$ cat src/sv/swfg_pkg.sv
`timescale 1ns / 1ps

package swfg_pkg;

  localparam int AMOUNT_BITS = 32;
  localparam int MAX_WIDTH   = 64;
  localparam int MAX_HEIGHT  = 64;
  localparam int DIM_W       = 7;
  localparam int COL_BITS    = $clog2(MAX_WIDTH);
  localparam int ROW_BITS    = $clog2(MAX_HEIGHT);
  localparam int ADDR_BITS   = COL_BITS + ROW_BITS;
  localparam int CELLS       = MAX_WIDTH * MAX_HEIGHT;
  localparam int NEIGH       = 9;
  localparam int CENTER      = 4;
  localparam int CNT_W       = 4;
  localparam int REM_W       = 4;
  localparam int WT_W        = AMOUNT_BITS + 1;
  localparam int LVL_W       = AMOUNT_BITS + 4;
  localparam int DLT_W       = AMOUNT_BITS + 6;
  localparam int DIV_CNT_W   = $clog2(AMOUNT_BITS);

  localparam logic [AMOUNT_BITS-1:0] AMT_MAX = '1;

  localparam logic [1:0] OP_WRITE = 2'd0;
  localparam logic [1:0] OP_STEP  = 2'd1;
  localparam logic [1:0] OP_READ  = 2'd2;

  localparam int CFG_IDX_W = 2;
  localparam logic [CFG_IDX_W-1:0] REG_GRID_WIDTH  = 2'd0;
  localparam logic [CFG_IDX_W-1:0] REG_GRID_HEIGHT = 2'd1;

  typedef struct packed {
    logic [1:0]             op;
    logic [COL_BITS-1:0]    cell_x;
    logic [ROW_BITS-1:0]    cell_y;
    logic [AMOUNT_BITS-1:0] write_a;
    logic [AMOUNT_BITS-1:0] write_b;
    logic [AMOUNT_BITS-1:0] write_c;
  } req_t;

  typedef struct packed {
    logic [AMOUNT_BITS-1:0] read_a;
    logic [AMOUNT_BITS-1:0] read_b;
    logic [AMOUNT_BITS-1:0] read_c;
  } rsp_t;

  typedef struct packed {
    logic [AMOUNT_BITS-1:0] a;
    logic [AMOUNT_BITS-1:0] b;
    logic [AMOUNT_BITS-1:0] c;
  } cell_t;

  function automatic logic [AMOUNT_BITS-1:0] sat_add(input logic [AMOUNT_BITS-1:0] acc,
                                                     input logic [LVL_W-1:0] g);
    logic [LVL_W:0] sum;
    sum = {{(LVL_W+1-AMOUNT_BITS){1'b0}}, acc} + {1'b0, g};
    if (sum > {{(LVL_W+1-AMOUNT_BITS){1'b0}}, AMT_MAX}) begin
      return AMT_MAX;
    end
    return sum[AMOUNT_BITS-1:0];
  endfunction

  // Address of neighbor n (row-major over the 3x3 window) with wrap at the live edges.
  function automatic logic [ADDR_BITS-1:0] nb_addr(input logic [COL_BITS-1:0] x,
                                                   input logic [ROW_BITS-1:0] y,
                                                   input logic [DIM_W-1:0]    w,
                                                   input logic [DIM_W-1:0]    h,
                                                   input logic [CNT_W-1:0]    n);
    logic [1:0]          dr;
    logic [1:0]          dc;
    logic [COL_BITS-1:0] nx;
    logic [ROW_BITS-1:0] ny;
    case (n)
      4'd0: begin dr = 2'd0; dc = 2'd0; end
      4'd1: begin dr = 2'd0; dc = 2'd1; end
      4'd2: begin dr = 2'd0; dc = 2'd2; end
      4'd3: begin dr = 2'd1; dc = 2'd0; end
      4'd5: begin dr = 2'd1; dc = 2'd2; end
      4'd6: begin dr = 2'd2; dc = 2'd0; end
      4'd7: begin dr = 2'd2; dc = 2'd1; end
      4'd8: begin dr = 2'd2; dc = 2'd2; end
      default: begin dr = 2'd1; dc = 2'd1; end
    endcase
    case (dr)
      2'd0: ny = (y == '0) ? ROW_BITS'(h - DIM_W'(1)) : y - ROW_BITS'(1);
      2'd2: ny = (DIM_W'(y) + DIM_W'(1) == h) ? '0 : y + ROW_BITS'(1);
      default: ny = y;
    endcase
    case (dc)
      2'd0: nx = (x == '0) ? COL_BITS'(w - DIM_W'(1)) : x - COL_BITS'(1);
      2'd2: nx = (DIM_W'(x) + DIM_W'(1) == w) ? '0 : x + COL_BITS'(1);
      default: nx = x;
    endcase
    return {ny, nx};
  endfunction

endpackage

$ cat src/sv/swfg_div.sv
`timescale 1ns / 1ps

module swfg_div import swfg_pkg::*; (
  input  logic                   clk,
  input  logic                   rst,
  input  logic                   start,
  input  logic [AMOUNT_BITS-1:0] dividend,
  input  logic [CNT_W-1:0]       divisor,
  output logic                   done,
  output logic [AMOUNT_BITS-1:0] quo,
  output logic [REM_W-1:0]       rmd
);

  logic                 busy;
  logic [DIV_CNT_W-1:0] cnt;
  logic [REM_W:0]       shifted;

  // Restoring division, one quotient bit per cycle.
  assign shifted = {rmd, quo[AMOUNT_BITS-1]};

  always_ff @(posedge clk) begin
    if (rst) begin
      busy <= 1'b0;
      done <= 1'b0;
      cnt  <= '0;
    end else begin
      done <= 1'b0;
      if (start) begin
        busy <= 1'b1;
        cnt  <= '0;
        quo  <= dividend;
        rmd  <= '0;
      end else if (busy) begin
        if (shifted >= {1'b0, divisor}) begin
          rmd <= REM_W'(shifted - {1'b0, divisor});
          quo <= {quo[AMOUNT_BITS-2:0], 1'b1};
        end else begin
          rmd <= shifted[REM_W-1:0];
          quo <= {quo[AMOUNT_BITS-2:0], 1'b0};
        end
        cnt <= cnt + DIV_CNT_W'(1);
        if (cnt == DIV_CNT_W'(AMOUNT_BITS - 1)) begin
          busy <= 1'b0;
          done <= 1'b1;
        end
      end
    end
  end

endmodule

$ cat config.mk
export PLATFORM = sky130hd
export DESIGN_NAME = swfg_div
export DESIGN_NICKNAME = d
export VERILOG_FILES = /design/src/sv/swfg_pkg.sv /design/src/sv/swfg_div.sv
export SDC_FILE = /design/constraint.sdc
export NUM_CORES = 1
export LEC_CHECK = 0
export BUFFER_PORTS_ARGS = -buffer_cell sky130_fd_sc_hd__buf_2
export CAP_MARGIN = 10
export CORE_UTILIZATION = 48
export CTS_CLUSTER_SIZE = 16
export DETAILED_ROUTE_END_ITERATION = 8
export GPL_TIMING_DRIVEN = 1
export PLACE_DENSITY_LB_ADDON = 0.3
export RECOVER_POWER = 25
export SETUP_SLACK_MARGIN = 0.02
export SLEW_MARGIN = 25
export SYNTH_ARGS = -nofsm -noshare
export SYNTH_HDL_FRONTEND = slang
export SYNTH_SLANG_ARGS = --single-unit
$ cat constraint.sdc
create_clock -name clk -period 3.08 [get_ports clk]
set_input_delay 0.308 -clock clk [delete_from_list [all_inputs] [get_ports clk]]
set_output_delay 0.308 -clock clk [all_outputs]
set_load 0.05 [all_outputs]
==> results.json <==
{
  "outcome": "complete, no violations",
  "placedInstanceArea_um2": 2410,
  "grtUsageTotal_pct": 17.1,
  "r2r_slack_ns": 1.32,
  "syn_nets": 183,
  "wl_met3_um": 207,
  "post_cts_resized": 0,
  "critPathMaxFanout": 2,
  "place_congestion": 0.907,
  "nets": 259,
  "clkTransAtPathRegs_ns": 0.07,
  "vias": 1330,
  "fin_util_pct": 62.0,
  "final_common_cell": "buf_2",
  "cp.required_ns": 3.10,
  "area_growth_pct": 24.7,
  "cts_buffers": 5,
  "grt_max_degree": 43,
  "synth_top_area_share_pct": 54.4,
  "ioPinCount": 76,
  "timing.final.ws_setup_ns": 1.32,
  "cts_hold_buf": 0,
  "pre_cts_ws_ns": 1.31,
  "core.rowCount": 23,
  "worst_path_max_delay_cell": "fa_1",
  "setup-violations-final": 0,
  "postRouteAntennaNets": 0,
  "core_area_um2": 4000,
  "max_slew_margin_pct": 36.2,
  "leakagePower_nw": 1.03,
  "wl_per_cell_um": 13.7,
  "h-tree-depth": 2,
  "clock-sinks": 43,
  "fmax_mhz": 567,
  "grt_antenna_before_repair": 0,
  "grt_pass1_vias": 1185,
  "min_to": "busy",
  "synth_area_per_cell_um2": 14.5,
  "post_cts_buffers": 0,
  "netlist_area_um2": 1990,
  "period_needed_ns": 1.76,
  "tightest_slew_ns": 0.955,
  "fp.dieW_um": 66.3,
  "drc": 0,
  "firstDrtPassIters": 4,
  "holdPathStages": 2,
  "ys_top_cells_by_area": "edfxtp_1 54%, mux2_2 18%, dfxtp_1 7.1%",
  "ys_types": 26,
  "end_kind": "register",
  "dp_hpwl_mm": 2.63,
  "max-vdd-ir-drop_mv": 0.296,
  "top_layer": "met4",
  "arrival_ns": 1.78,
  "reg2reg_from": "quo[31]",
  "critPathKind": "register to register",
  "critPathBufInv": 1,
  "cts_tree": "done",
  "initial_core_util_pct": 49.7,
  "ys_ff_latch": 43,
  "insertion_delay_ns": 0.28,
  "start_kind": "register",
  "maxCapViolations": 0,
  "reg2reg_depth": 7,
  "rsz0062_at_grt": "no",
  "yosys.area.top_type": "edfxtp_1",
  "final_hold_viol_count": 0,
  "gr-total-overflow": 0,
  "min_from": "rst",
  "drt-initial-drc-count": 63,
  "drt-met1-wl_mm": 1.53,
  "cts_root_buffer": "clkbuf_8",
  "pwr_density_cell_nw_per_um2": 530,
  "tns_ns": 0,
  "dr_wl_met2_mm": 1.77,
  "ys_warn_count": 0,
  "yosysSeqAreaShare_pct": 61.5,
  "antenna_cells": 0,
  "hold_class": "input port to register",
  "die-area_um2": 4400,
  "cts_buffer_depth": 2,
  "final_cell_mix": "68 x buf_2, 36 x edfxtp_1, 31 x mux2_2",
  "timing.rr.end": "rmd[2]",
  "crit_family": "adder cells",
  "cp_cell_sequence": "inv_1, ha_1, fa_1, xor2_1, nor2_1, o21ai_0, o41ai_1",
  "drv_slew": 0,
  "wirelength_mm": 3.61,
  "grt_pass1_wl_mm": 5.48,
  "portBuffers": 75,
  "max_stage_delay_ns": 0.41,
  "design_area_um2": 2480,
  "skew_ns": 0.00275,
  "layout-drive-gt1-share_pct": 51.4,
  "post_drt_via_cell_ratio": 5.04,
  "die_h_um": 66.3,
  "fin_crit_sh_pct": 57.2,
  "netlist_instances": 137
}
==> worst reg2reg max path: cells and delay by family, from the launching register on <==
family,cells,cell delay [ns]
simple gates,1,0.05
flops,1,0.36
compound gates,2,0.20
buf+inv,1,0.07
fa+ha+maj,2,0.66
xor+xnor,1,0.14
==> synth_stat cells, drive strengths merged <==
library cell	count
buf	6
inv	7
o21ai	4
nand2	3
ha	6
or2	1
nor3	2
fa	1
xnor2	1
mux2i	2
xor2	3
and3	1
o31a	1
nor4	1
nor4b	1
dfxtp	7
mux2	31
a21oi	1
o41ai	3
o21a	1
nor2	13
nor2b	2
clkbuf	1
nand4	2
edfxtp	36
==> logic make-up after synthesis <==
family	after synthesis	share of synthesized area, %
AOI/OAI and AO/OA	10	3.84
xor gates and xnor gates	4	1.76
adders and majority gates	7	4.79
buffers and inverters	14	3.02
DFF	43	61.5
muxes	33	18.6
and+or+nand+nor	26	6.55
==> stage by stage <==
stage,instances,power [W],hold WS (ns)
5_1_grt,264,0.00137,0.257
3_3_place_gp,256,0.000990,0.489
3_5_place_dp,256,0.00100,0.501
4_1_cts,264,0.00133,0.249
6_report,264,0.00131,0.258
2_1_floorplan,137,0.000925,0.387
==> routing by layer <==
layer / track usage [%] / vias to the layer above
met3: 3.62 / 11
met4: 9.57 / 0
met1: 20.5 / 609
met5: 0 / -
met2: 28.2 / 55
li1: - / 655
==> power by group <==
group,switching (W),internal (W),total [W]
Clock,0.000170,0.000159,0.000329
Sequential,0.0000190,0.000678,0.000697
Combinational,0.000192,0.0000954,0.000287
Total,0.000381,0.000932,0.00131
==> worst max path at each step <==
stage / end / cells after the start / start
floorplan: quo[0] / 4 / start
global placement: quo[14] / 2 / busy
detailed placement: quo[20] / 2 / busy
CTS: quo[24] / 2 / busy
global route: quo[21] / 2 / busy
finish: rmd[2] / 7 / quo[31]
==> flip-flops by register name, indices dropped and copies added, names as in the netlist <==
| register | count |
|---|---|
| quo | 32 |
| rmd | 4 |
| done | 1 |
| cnt | 5 |
| busy | 1 |
==> layout make-up <==
type	instances	area (µm²)
Clock buffer	7	76.3
Sequential cell	43	1220
Clock inverter	1	5.00
Fill cell	320	1520
Multi-Input combinational cell	80	713
Timing Repair Buffer	76	374
Inverter	7	26.3
Tap cell	50	62.6
No activity file was read; power rests on OpenSTA's default activity.
